$ cat src/hdl/clc_pkg.sv
`default_nettype none

package clc_pkg;

	localparam int CARD_W    = 63;
	localparam int DIGITS    = 19;
	localparam int DIGIT_W   = 4;
	localparam int BCD_W     = DIGITS * DIGIT_W;
	localparam int COUNT_W   = 5;
	localparam int BRAND_W   = 2;
	localparam int BITCNT_W  = 6;

	localparam logic [BRAND_W-1:0] BRAND_NONE  = 2'd0;
	localparam logic [BRAND_W-1:0] BRAND_P4    = 2'd1;
	localparam logic [BRAND_W-1:0] BRAND_P34   = 2'd2;
	localparam logic [BRAND_W-1:0] BRAND_P51   = 2'd3;

	localparam logic [COUNT_W-1:0] LEN_13 = 5'd13;
	localparam logic [COUNT_W-1:0] LEN_15 = 5'd15;
	localparam logic [COUNT_W-1:0] LEN_16 = 5'd16;
	localparam logic [4:0]         TEN    = 5'd10;

	// one decimal digit handed from the converter to the checker
	typedef struct packed {
		logic               valid;
		logic               last;
		logic [DIGIT_W-1:0] digit;
	} digit_t;

endpackage

`default_nettype wire

$ cat src/hdl/clc_card_if.sv
`default_nettype none

interface clc_card_if;
	logic                         valid;
	logic                         ready;
	logic [clc_pkg::CARD_W-1:0]   card_number;

	modport source (output valid, output card_number, input ready);
	modport sink   (input valid, input card_number, output ready);
endinterface

`default_nettype wire

$ cat src/hdl/clc_result_if.sv
`default_nettype none

interface clc_result_if;
	logic                         valid;
	logic                         ready;
	logic [clc_pkg::BRAND_W-1:0]  brand;
	logic                         luhn_ok;
	logic [clc_pkg::COUNT_W-1:0]  digit_count;

	modport source (output valid, output brand, output luhn_ok, output digit_count,
		input ready);
	modport sink   (input valid, input brand, input luhn_ok, input digit_count,
		output ready);
endinterface

`default_nettype wire

$ cat src/hdl/clc_bcd_conv.sv
`default_nettype none

// Shift-and-add-3 binary to BCD, one input bit per cycle, then the digits
// are shifted out least significant first, one per cycle.
module clc_bcd_conv (
	input  wire logic                        clk,
	input  wire logic                        arst_n,
	input  wire logic                        start,
	input  wire logic [clc_pkg::CARD_W-1:0]  value,
	output clc_pkg::digit_t                  dig
);

	typedef enum logic [1:0] {IDLE, CONV, EMIT} conv_state_t;

	conv_state_t                       state_q;
	logic [clc_pkg::BITCNT_W-1:0]      cnt_q;
	logic [clc_pkg::CARD_W-1:0]        bin_q;
	logic [clc_pkg::BCD_W-1:0]         bcd_q;
	logic [clc_pkg::BCD_W-1:0]         bcd_adj;

	always_comb begin
		for (int i = 0; i < clc_pkg::DIGITS; i++) begin
			if (bcd_q[i*clc_pkg::DIGIT_W +: clc_pkg::DIGIT_W] >= 4'd5) begin
				bcd_adj[i*clc_pkg::DIGIT_W +: clc_pkg::DIGIT_W] =
					bcd_q[i*clc_pkg::DIGIT_W +: clc_pkg::DIGIT_W] + 4'd3;
			end else begin
				bcd_adj[i*clc_pkg::DIGIT_W +: clc_pkg::DIGIT_W] =
					bcd_q[i*clc_pkg::DIGIT_W +: clc_pkg::DIGIT_W];
			end
		end
	end

	always_ff @(posedge clk or negedge arst_n) begin
		if (!arst_n) begin
			state_q <= IDLE;
			cnt_q   <= '0;
		end else begin
			case (state_q)
				IDLE: begin
					if (start) begin
						state_q <= CONV;
						cnt_q   <= '0;
					end
				end
				CONV: begin
					if (cnt_q == clc_pkg::BITCNT_W'(clc_pkg::CARD_W - 1)) begin
						state_q <= EMIT;
						cnt_q   <= '0;
					end else begin
						cnt_q <= cnt_q + 1'b1;
					end
				end
				EMIT: begin
					if (cnt_q == clc_pkg::BITCNT_W'(clc_pkg::DIGITS - 1)) begin
						state_q <= IDLE;
						cnt_q   <= '0;
					end else begin
						cnt_q <= cnt_q + 1'b1;
					end
				end
				default: state_q <= IDLE;
			endcase
		end
	end

	always_ff @(posedge clk) begin
		case (state_q)
			IDLE: begin
				if (start) begin
					bin_q <= value;
					bcd_q <= '0;
				end
			end
			CONV: begin
				bcd_q <= {bcd_adj[clc_pkg::BCD_W-2:0], bin_q[clc_pkg::CARD_W-1]};
				bin_q <= {bin_q[clc_pkg::CARD_W-2:0], 1'b0};
			end
			EMIT: bcd_q <= {{clc_pkg::DIGIT_W{1'b0}}, bcd_q[clc_pkg::BCD_W-1:clc_pkg::DIGIT_W]};
			default: ;
		endcase
	end

	assign dig = '{
		valid: (state_q == EMIT),
		last:  (state_q == EMIT) && (cnt_q == clc_pkg::BITCNT_W'(clc_pkg::DIGITS - 1)),
		digit: bcd_q[clc_pkg::DIGIT_W-1:0]
	};

endmodule

`default_nettype wire

$ cat src/hdl/card_number_luhn_classifier.sv
`default_nettype none

// Luhn mod-10 check and brand classification of one card number. A number
// is converted to decimal one bit per cycle, then its 19 digits are walked
// one per cycle from the least significant end, and then the result
// register is loaded as soon as it is free. The next number can be taken
// after that load, so the block works on one number at a time. The next
// number is taken while a result still waits to be transferred. The block
// holds no state between numbers.
module card_number_luhn_classifier (
	input  wire logic     clk,
	input  wire logic     arst_n,
	clc_card_if.sink      card_in,
	clc_result_if.source  result
);

	typedef enum logic [1:0] {IDLE, RUN, HOLD} top_state_t;

	top_state_t                         state_q;
	clc_pkg::digit_t                    dig;
	logic                               in_xfer;
	logic                               out_load;

	logic [clc_pkg::COUNT_W-1:0]        pos_q;
	logic [clc_pkg::COUNT_W-1:0]        count_q;
	logic [3:0]                         sum_q;
	logic [clc_pkg::DIGIT_W-1:0]        lead_q;
	logic [clc_pkg::DIGIT_W-1:0]        second_q;
	logic [clc_pkg::DIGIT_W-1:0]        prev_q;

	logic [clc_pkg::COUNT_W-1:0]        pos_next;
	logic [4:0]                         contrib;
	logic [4:0]                         sum_raw;
	logic [3:0]                         sum_next;
	logic                               ok;
	logic [clc_pkg::BRAND_W-1:0]        brand_c;

	logic                               out_valid_q;
	logic [clc_pkg::BRAND_W-1:0]        brand_q;
	logic                               ok_q;
	logic [clc_pkg::COUNT_W-1:0]        dcount_q;

	assign in_xfer       = card_in.valid && card_in.ready;
	assign card_in.ready = (state_q == IDLE);
	assign out_load      = (state_q == HOLD) && (!out_valid_q || result.ready);

	clc_bcd_conv u_conv (
		.clk    (clk),
		.arst_n (arst_n),
		.start  (in_xfer),
		.value  (card_in.card_number),
		.dig    (dig)
	);

	// doubled digits contribute 2d, less 9 once the product has two digits
	always_comb begin
		pos_next = pos_q + 1'b1;
		if (!pos_next[0]) begin
			if (dig.digit >= 4'd5) begin
				contrib = {dig.digit, 1'b0} - 5'd9;
			end else begin
				contrib = {dig.digit, 1'b0};
			end
		end else begin
			contrib = {1'b0, dig.digit};
		end
		sum_raw = {1'b0, sum_q} + contrib;
		if (sum_raw >= clc_pkg::TEN) begin
			sum_next = 4'(sum_raw - clc_pkg::TEN);
		end else begin
			sum_next = sum_raw[3:0];
		end
	end

	always_comb begin
		ok      = (sum_q == 4'd0);
		brand_c = clc_pkg::BRAND_NONE;
		if (ok) begin
			if (lead_q == 4'd4 && (count_q == clc_pkg::LEN_16 ||
				count_q == clc_pkg::LEN_13)) begin
				brand_c = clc_pkg::BRAND_P4;
			end else if (lead_q == 4'd3 && (second_q inside {4'd4, 4'd7}) &&
				count_q == clc_pkg::LEN_15) begin
				brand_c = clc_pkg::BRAND_P34;
			end else if (lead_q == 4'd5 && (second_q inside {[4'd1:4'd5]}) &&
				count_q == clc_pkg::LEN_16) begin
				brand_c = clc_pkg::BRAND_P51;
			end
		end
	end

	always_ff @(posedge clk or negedge arst_n) begin
		if (!arst_n) begin
			state_q     <= IDLE;
			out_valid_q <= 1'b0;
			pos_q       <= '0;
			count_q     <= '0;
			sum_q       <= '0;
			lead_q      <= '0;
			second_q    <= '0;
			prev_q      <= '0;
		end else begin
			case (state_q)
				IDLE: begin
					if (in_xfer) begin
						state_q  <= RUN;
						pos_q    <= '0;
						count_q  <= '0;
						sum_q    <= '0;
						lead_q   <= '0;
						second_q <= '0;
						prev_q   <= '0;
					end
				end
				RUN: begin
					if (dig.valid) begin
						pos_q  <= pos_next;
						sum_q  <= sum_next;
						prev_q <= dig.digit;
						if (dig.digit != 4'd0) begin
							count_q  <= pos_next;
							lead_q   <= dig.digit;
							second_q <= prev_q;
						end
						if (dig.last) begin
							state_q <= HOLD;
						end
					end
				end
				HOLD: begin
					if (out_load) begin
						state_q <= IDLE;
					end
				end
				default: state_q <= IDLE;
			endcase

			if (out_load) begin
				out_valid_q <= 1'b1;
			end else if (result.ready) begin
				out_valid_q <= 1'b0;
			end
		end
	end

	always_ff @(posedge clk) begin
		if (out_load) begin
			brand_q  <= brand_c;
			ok_q     <= ok;
			dcount_q <= count_q;
		end
	end

	assign result.valid       = out_valid_q;
	assign result.brand       = brand_q;
	assign result.luhn_ok     = ok_q;
	assign result.digit_count = dcount_q;

	a_digit_in_run: assert property (@(posedge clk) disable iff (!arst_n)
		dig.valid |-> state_q == RUN)
		else $error("digit delivered outside the walk");

	a_start_run: assert property (@(posedge clk) disable iff (!arst_n)
		in_xfer |=> state_q == RUN && !dig.valid)
		else $error("transfer did not start conversion");

	a_sum_range: assert property (@(posedge clk) disable iff (!arst_n)
		sum_q < 4'd10 && count_q <= pos_q)
		else $error("running sum or digit count out of range");

	a_brand_ok: assert property (@(posedge clk) disable iff (!arst_n)
		result.valid && result.brand != clc_pkg::BRAND_NONE |-> result.luhn_ok)
		else $error("brand given for a failing number");

	a_load_free: assert property (@(posedge clk) disable iff (!arst_n)
		out_load |-> !out_valid_q || result.ready)
		else $error("result register overwritten");

endmodule

`default_nettype wire
$ cat src/flat_wrapper.sv
// flat-port wrapper written by rule: the top's interface ports become plain ports
module card_number_luhn_classifier_flat 
  (clk, arst_n, card_in_valid, card_in_card_number, card_in_ready, result_valid, result_brand, result_luhn_ok, result_digit_count, result_ready);
  clc_card_if card_in_i ();
  clc_result_if result_i ();
  input  wire logic clk;
  input  wire logic arst_n;
  input wire logic [$bits(card_in_i.valid)-1:0] card_in_valid;
  input wire logic [$bits(card_in_i.card_number)-1:0] card_in_card_number;
  output wire logic [$bits(card_in_i.ready)-1:0] card_in_ready;
  output wire logic [$bits(result_i.valid)-1:0] result_valid;
  output wire logic [$bits(result_i.brand)-1:0] result_brand;
  output wire logic [$bits(result_i.luhn_ok)-1:0] result_luhn_ok;
  output wire logic [$bits(result_i.digit_count)-1:0] result_digit_count;
  input wire logic [$bits(result_i.ready)-1:0] result_ready;
  assign card_in_i.valid = card_in_valid;
  assign card_in_i.card_number = card_in_card_number;
  assign card_in_ready = card_in_i.ready;
  assign result_valid = result_i.valid;
  assign result_brand = result_i.brand;
  assign result_luhn_ok = result_i.luhn_ok;
  assign result_digit_count = result_i.digit_count;
  assign result_i.ready = result_ready;
  card_number_luhn_classifier u_core (.clk(clk), .arst_n(arst_n), .card_in(card_in_i), .result(result_i));
endmodule
$ cat config.mk
export PLATFORM = sky130hd
export DESIGN_NAME = card_number_luhn_classifier_flat
export DESIGN_NICKNAME = d
export VERILOG_FILES = /design/src/hdl/clc_pkg.sv /design/src/hdl/clc_card_if.sv /design/src/hdl/clc_result_if.sv /design/src/hdl/clc_bcd_conv.sv /design/src/hdl/card_number_luhn_classifier.sv /design/src/flat_wrapper.sv
export SDC_FILE = /design/constraint.sdc
export NUM_CORES = 1
export LEC_CHECK = 0
export BUFFER_PORTS_ARGS = -buffer_cell sky130_fd_sc_hd__buf_4
export CORE_MARGIN = 2
export CORE_UTILIZATION = 28
export CTS_CLUSTER_DIAMETER = 30
export CTS_CLUSTER_SIZE = 24
export DETAILED_ROUTE_END_ITERATION = 8
export MAX_ROUTING_LAYER = met4
export RECOVER_POWER = 100
export SLEW_MARGIN = 10
export SYNTH_ARGS = -nofsm -noshare
export SYNTH_HDL_FRONTEND = slang
export SYNTH_SLANG_ARGS = --single-unit
$ cat constraint.sdc
create_clock -name clk -period 9.8 [get_ports clk]
set_input_delay 0.98 -clock clk [delete_from_list [all_inputs] [get_ports clk]]
set_output_delay 0.98 -clock clk [all_outputs]
set_load 0.03 [all_outputs]
# == After elaboration in Yosys (flattened, before gate mapping) ==
# Index checks and enable logic that the tools add are counted.
# Widths: inputs -> output; s select.
# op_classes
addsub,24
n_lt_le_gt_ge,22
eq_ne,22
mux,60
bitwise,1
n_reduce_logical,28
# ops
operator,count
$pmux 76 s3,1
$pmux 63 s2,1
$mux 4,26
$ge 4x3->1 const B,19
$mux 76,1
$add 4x2->4 const B,18
$mux 63,1
$pmux 4 s2,4
$mux 5,6
$pmux 5 s2,2
$mux 6,3
$pmux 6 s3,1
$eq 4x3->1 const B,4
$mux 2,8
$pmux 2 s3,2
$eq 5x4->1 const B,2
$ne 2x1->1 const B,5
$logic_and 1x1->1,9
$reduce_and 4->1,2
$reduce_bool 2->1,4
$add 6x1->6 const B,1
$eq 6x5->1 const B,1
$eq 6x6->1 const B,1
$ne 2x2->1 const B,3
other kinds (24),32
# word_totals
ff_bits,184
inputBits,67
wordCells,173

# == Longest topological paths before layout ==
# Gate-level depths: netlist of the first run.
# depth
depth_word,8
mapped_depth,15

# == By module ==
# Synthesis of the first run repeated with hierarchy kept, for this count alone.
# hier_totals
cells_unflattened,881
hier_area_um2,10186.0
# by_module_without_submodules
module,n_inst,cells_per_inst,area_each_um2
clc_bcd_conv,1,684,8117.8
card_number_luhn_classifier,1,197,2068.2

# == Worst setup path after synthesis of the first run ==
# OpenSTA, ideal clock, no wires.
# synth_timing
kind,reg-to-reg
from,reg u_core.u_conv.state_q[1]
to,"reg u_core.u_conv.bin_q[0] in the netlist's numbering, enable pin"
setup_time_ns,0.571
arrival_ns,5.869
required_time_ns,9.229
path_slack_ns,3.360
stages_incl_launch_ff,7
synth_period_minus_slack_ns,6.440
cell_sequence,dfrtp_1 -> inv_1 -> ha_1 -> buf_1 -> clkbuf_1 -> inv_1 -> o21ai_0
# synth_between
elab_chain_len,3
word_cells_on_any_way,5
# synth_lines
element,line,rtl
"start, declared",clc_bcd_conv.sv:15,conv_state_t state_q;
"start signal, assigned",clc_bcd_conv.sv:35,state_q <= IDLE;
"start signal, assigned",clc_bcd_conv.sv:41,state_q <= CONV;
"start signal, assigned",clc_bcd_conv.sv:47,state_q <= EMIT;
$eq 2x1->1 / $logic_not 2->1 (equally long branches),clc_bcd_conv.sv:67,case (state_q)
$reduce_bool 2->1 (no line) / $ne 2x1->1 (equally long branches),--,
$reduce_and 2->1 (no line) (*),--,
"end signal, assigned",clc_bcd_conv.sv:70,bin_q <= value;
"end signal, assigned",clc_bcd_conv.sv:76,"bin_q <= {bin_q[clc_pkg::CARD_W-2:0], 1'b0};"
"end, declared",clc_bcd_conv.sv:17,logic [clc_pkg::CARD_W-1:0] bin_q;
# Every way passes the cells marked *; elsewhere a longest branch is shown, timed or not.
# A chain may end at the register's enable or synchronous reset.

# == Worst setup path after layout of the first run ==
# layout_timing
from,reg u_core.u_conv.state_q[1]
to,"reg u_core.u_conv.bcd_q[49] in the netlist's numbering, data pin"
# layout_between
elab_chain_len,2
word_cells_on_any_way,4
# layout_lines
element,line,rtl
$eq 2x2->1 (tied with other cells),clc_bcd_conv.sv:67,
$pmux 76 s3 (*),clc_bcd_conv.sv:67,
"end signal, assigned",clc_bcd_conv.sv:75,"bcd_q <= {bcd_adj[clc_pkg::BCD_W-2:0], bin_q[clc_pkg::CARD_W-1]};"
"end signal, assigned",clc_bcd_conv.sv:78,"EMIT: bcd_q <= {{clc_pkg::DIGIT_W{1'b0}}, bcd_q[clc_pkg::BCD_W-1:clc_pkg::DIGIT_W]};"
"end, declared",clc_bcd_conv.sv:18,logic [clc_pkg::BCD_W-1:0] bcd_q;
# Marks and branches as above.

==> reports/qor.txt, run 1 <==
Via density = 4.59
Gr ovfl total = 0
Initial DRC count = 452
Critical path required time = 9840 ps
Port-buffer cells = 76
PostCTS Resize Cnt = 0
Violated checks = capacitance limit, slew limit
Syn. warnings = 0
Share of the synthesized area in the top cell type = 45.2%
Reg clk slew, reported paths = 70 ps
Fin nets = 1059
GRT Total Usage = 10.7%
Top Ports = 77
TNS Setup = 0 ps
CORE AREA = 34500 sq um
Largest cells by area after synthesis = edfxtp_1 45%, dfrtp_1 9.5%, mux2_2 7.3%
Synthesized area = 9770 sq um
Worst Hold Slack = 492 ps
Crit path DAT = 5240 ps
Commonest non-fill, non-tap cell in the layout = edfxtp_1
Initial antenna violation count = 0
Power per cell area = 334 nW/um^2
FILL cells = 3474
Outcome = finished, violations left
Starting density of the core = 28.4%
Postcts setup bufs = 0
Syn_nets = 991
CTS H-tree depth = 4
Final hold violations = 0
Die Area = 36400 sq um
Die extent in y = 191 um
Avg Inst Size Synth = 11.2 sq um
Register area = 5340 sq um
Global-route wire length before repair = 30900 um
Worst Skew = 15.0 ps
GP Congestion = 0.775
CTS Root Cell = clkbuf_16
Detail Placement HPWL = 11900 um
Crit end category = register
# setup viols final = 0
Area occupied by multi-input gates = 4120 sq um
Largest net degree at the start of global routing = 75
Lkg Pwr = 4.18 nW
Max-slew violations = 254
Tot Pwr = 3.80 mW
CP Max Fanout = 74
Seq/Total Area, Yosys = 54.7%
Unrepaired setup endpoints after global routing = no
Fmax = 0.193 GHz
Ys flop type = edfxtp_1
Final worst path period need = 5190 ps
Class of the most critical setup path = register to register
Final core occ = 33.0%
Maximum VDD drop = 0.000153 V
Area leader, netlist = edfxtp_1
EDFF count, synth = 147
First-pass detailed-route iteration total = 5
# clock sinks = 184
Syn Inst Count = 869
Later-pin clock latency in the skew report = 430 ps
Area growth syn-to-layout = 16.3%
Max_cap viols = 4
Yosys reg bits = 184
WL final = 18200 um
Slew @ Worst Pin = 3880 ps
Post-synth cell types = 51
Width of the die = 191 um
Tcrit/Tclk final = 53.0%
Rel. slew slack = -158%
FF-to-FF setup slack = 4610 ps
Vias in the first global route = 6375
Ant. Diodes = 0
DRC viols = 0
Row cnt = 68
Most frequent cells in the layout = 147 x edfxtp_1, 111 x nand2_1, 100 x o21ai_0
FFs w/ async S/R, synth = 20.1%
Clock tree buffer depth = 2
Ratio of cells with drive above 1 in the final layout = 16.8%
Worst hold path class = register to register
Vias = 6442
Final ANT Viol Nets = 0
Setup crit start kind = register
Num CTS Buffers = 17
CTS Hold Buffers Added = 0
Routed wire length per instance = 13.0 um
TritonCTS clock tree = built
metrics by stage:
step | cells | area, sq um | worst slack, ps
2_1_floorplan | 869 | 9770 | 3360
6_report | 1404 | 11400 | 4610
4_1_cts | 1404 | 11400 | 6310
3_5_place_dp | 1373 | 10800 | 6340
5_1_grt | 1404 | 11400 | 3790
3_3_place_gp | 1373 | 10800 | 6430
path summary, 6_finish.rpt:
kind | to | depth (start not counted) | start
max | u_core.u_conv.bcd_q[49] | 6 | u_core.u_conv.state_q[1]
min | u_core.prev_q[1] | 2 | u_core.prev_q[1]
max reg2reg | u_core.u_conv.bcd_q[49] | 6 | u_core.u_conv.state_q[1]
min reg2reg | u_core.prev_q[1] | 2 | u_core.prev_q[1]
max in group asynchronous | u_core.u_conv.cnt_q[0] | 1 | arst_n
min in group asynchronous | u_core.second_q[0] | 1 | arst_n
power by group:
part,switching (mW),internal [mW],total (mW)
Combinational,0.853,0.641,1.49
Sequential,0.255,1.33,1.59
Clock,0.310,0.406,0.715
sequential cells by signal, indices dropped and copies added (netlist names), 4 cells and up:
| name | flops |
|---|---|
| u_core.pos_q | 5 |
| u_core.u_conv.bin_q | 63 |
| u_core.u_conv.bcd_q | 76 |
| u_core.second_q | 4 |
| u_core.sum_q | 4 |
| u_core.prev_q | 4 |
| u_core.count_q | 5 |
| u_core.lead_q | 4 |
| u_core.u_conv.cnt_q | 6 |
| u_core.result.digit_count | 5 |
kinds of logic (layout without fill, tap and decap cells):
logic type               count (synthesis)  in the layout  share of synthesized area, %
buffers and inverters                   81            161                          3.21
multiplexers                            63             63                          7.26
flip-flops                             184            184                          54.7
AND/OR/NAND/NOR                        222            222                          10.9
adder cells (fa/ha/maj)                 55             55                          7.12
AO/OA/AOI/OAI                          222            222                          13.1
XOR/XNOR                                42             42                          3.77
metal layers:
metal | track usage [%] | vias up | wire length, um | part of all wire [%]
li1 | - | 3265 | - | -
met1 | 13.5 | 3068 | 8730 | 48
met2 | 17.1 | 90 | 8640 | 47
met3 | 2.28 | 19 | 557 | 3.1
met4 | 3.79 | 0 | 269 | 1.5
met5 | - | - | 0 | 0
critical path, stage by stage, from the launching register on:
cell	delay (ps)
dfrtp_1	400
inv_1	100
ha_1	180
clkbuf_1	1260
nand2_2	330
clkbuf_1	2080
o21ai_0	420
cell usage after synthesis (all sizes together) (2+ instances only):
library cell	n
edfxtp	147
nand2	112
o21ai	100
a21oi	67
mux2	63
ha	54
inv	48
dfrtp	37
nor2	28
clkbuf	27
nand2b	27
o31ai	23
xnor2	22
nor3b	20
xor2	20
nand3	11
a22o	6
buf	6
a32o	5
nor3	5
a21boi	3
and2	3
nor2b	3
o22ai	3
nand3b	2
nor4	2
o21a	2
o21bai	2
or4b	2
final cells by class:
type	count	share of cell area (%)
Multi-Input combinational cell	604	36.2
Tap cell	455	5.01
Clock buffer	19	3.81
Sequential cell	184	47.0
Timing Repair Buffer	82	4.89
Clock inverter	12	1.49
Inverter	48	1.59
No activity file was read; power rests on OpenSTA's default activity.
==> inputs of run 2 (changes only) <==
clock period = 4.54 ns   (was 9.8 ns; I/O delays follow)
==> reports/qor.txt, run 2 (synthesized netlist as in run 1, its figures left out) <==
Starting density of the core = 28.4%
Placed Instances = 1373
CORE AREA = 34500 sq um
R2R cell count = 5
# setup viols final = 0
Vias = 6472
Outcome = finished, violations left
Detail Placement HPWL = 12300 um
FILL cells = 3473
Most frequent cells in the layout = 147 x edfxtp_1, 112 x nand2_1, 99 x o21ai_0
CP Max Fanout = 42
Crit path DAT = 3840 ps
HP Start = result_ready
Reg clk slew, reported paths = 70 ps
Register area = 5340 sq um
DRC viols = 0
FF-to-FF setup slack = 750 ps
Setup crit start kind = register
Final worst path period need = 3790 ps
Global-route wire length before repair = 31200 um
WL final = 18400 um
Biggest regs = u_core.u_conv.bcd_q x76, u_core.u_conv.bin_q x63, u_core.u_conv.cnt_q x6
Sw Share = 37.9%
Top Ports = 77
TritonCTS clock tree = built
Worst Hold Slack = 300 ps
GRT Total Usage = 10.9%
Combinational power share = 39.7%
Slew @ Worst Pin = 2070 ps
Reg with most FFs = u_core.u_conv.bcd_q
GP Congestion = 0.780
Max_cap viols = 5
Psw = 3.09 mW
Via density = 4.61
Final ANT Viol Nets = 0
Gr ovfl total = 0
CTS Root Cell = clkbuf_16
WHS Path Cells = 3
Rel. slew slack = -37.8%
Power per cell area = 718 nW/um^2
Crit end category = register
Routed wire length per instance = 13.1 um
Critical path required time = 4590 ps
Worst Skew = 12.1 ps
Non-filler cells, final = 1405
Clock tree buffer depth = 2
Int Pwr = 5.07 mW
CTS H-tree depth = 4
Die extent in y = 191 um
Port-buffer cells = 76
Commonest non-fill, non-tap cell in the layout = edfxtp_1
Ant. Diodes = 0
Area growth syn-to-layout = 16.4%
Initial antenna violation count = 0
Width of the die = 191 um
Clock share of power = 18.6%
Tcrit/Tclk final = 83.5%
Die Area = 36400 sq um
Maximum VDD drop = 0.000339 V
RR Startpoint = u_core.state_q[0]
Num CTS Buffers = 17
Hold path endpoint = u_core.result.valid
Ratio of cells with drive above 1 in the final layout = 16.6%
Class of the most critical setup path = register to register
Seq pwr share = 41.6%
PostCTS Resize Cnt = 0
Row cnt = 68
Vias in the first global route = 6421
Largest net degree at the start of global routing = 64
Violated checks = capacitance limit, slew limit
Max-slew violations = 236
Initial DRC count = 330
Worst hold path class = primary input to register
Area occupied by multi-input gates = 4130 sq um
Lkg Pwr = 4.19 nW
Worst r2r dst = u_core.u_conv.bcd_q[53]
Later-pin clock latency in the skew report = 440 ps
TNS Setup = 0 ps
First-pass detailed-route iteration total = 4
Final hold violations = 0
Fin nets = 1060
Unrepaired setup endpoints after global routing = no
Max FFs per register = 76
# clock sinks = 184
Fmax = 0.264 GHz
run 2: cell types whose count changed in the layout (fill, tap and decap cells not counted), sizes merged:
cell	previous run	this run
buf	65	66
clkbuf	36	35
clkinvlp	2	3
dlygate4sd3	0	1
inv	51	50
run 2: worst max path at each step:
stage	end	start
after detailed placement	u_core.sum_q[1]	u_core.u_conv.bcd_q[0]
after floorplan	u_core.u_conv.bin_q[0]	u_core.u_conv.state_q[1]
after global placement	u_core.sum_q[1]	u_core.u_conv.bcd_q[0]
after CTS	u_core.sum_q[1]	u_core.u_conv.bcd_q[0]
final	u_core.u_conv.bcd_q[53]	u_core.state_q[0]
after global routing	u_core.u_conv.bcd_q[53]	u_core.state_q[0]
run 2: layout make-up:
type | instances | share of cell area (%)
Clock buffer | 19 | 3.81
Inverter | 48 | 1.58
Clock inverter | 12 | 1.33
Timing Repair Buffer | 83 | 5.02
Multi-Input combinational cell | 604 | 36.3
Tap cell | 455 | 5.01
Sequential cell | 184 | 47.0
run 2: through the flow:
| stage | setup slack, ps | utilization (%) | area (sq um) | total power [mW] |
|---|---|---|---|---|
| 3_5_place_dp | 1020 | 31.5 | 10900 | 6.70 |
| 4_1_cts | 988 | 33.2 | 11400 | 8.26 |
| 2_1_floorplan | 999 | - | 9770 | 5.87 |
| 3_3_place_gp | 1180 | 31.5 | 10900 | 6.58 |
| 5_1_grt | 385 | 33.0 | 11400 | 8.86 |
| 6_report | 751 | 33.0 | 11400 | 8.16 |
run 2: critical path, stage by stage, from the launching register on:
cell	delay, ps
dfrtp_1	470
or3b_2	490
nand2_1	100
nand2b_1	180
inv_1	1180
clkbuf_2	960
run 2: repair_timing:
| action | 4_1_cts | 5_1_grt |
|---|---|---|
| endpoints found under the hold margin | 37 | 0 |
| buffers inserted | 0 | 0 |
| hold buffers | 1 | 0 |
run 2: power groups by stage:
stage	Clock [mW]	Combinational (mW)	Sequential [mW]
after floorplan	0	2.63	3.24
after detailed placement	0	3.29	3.42
after global routing	1.62	3.74	3.51
after CTS	1.57	3.31	3.38
final	1.52	3.24	3.40
after global placement	0	3.19	3.40
run 2: routing by layer:
layer	vias up	part of all wire (%)	GRT usage [%]
met3	19	2.8	2.36
met1	3100	48	13.4
li1	3277	-	-
met4	0	1.5	3.76
met2	76	48	17.7
met5	-	0	-
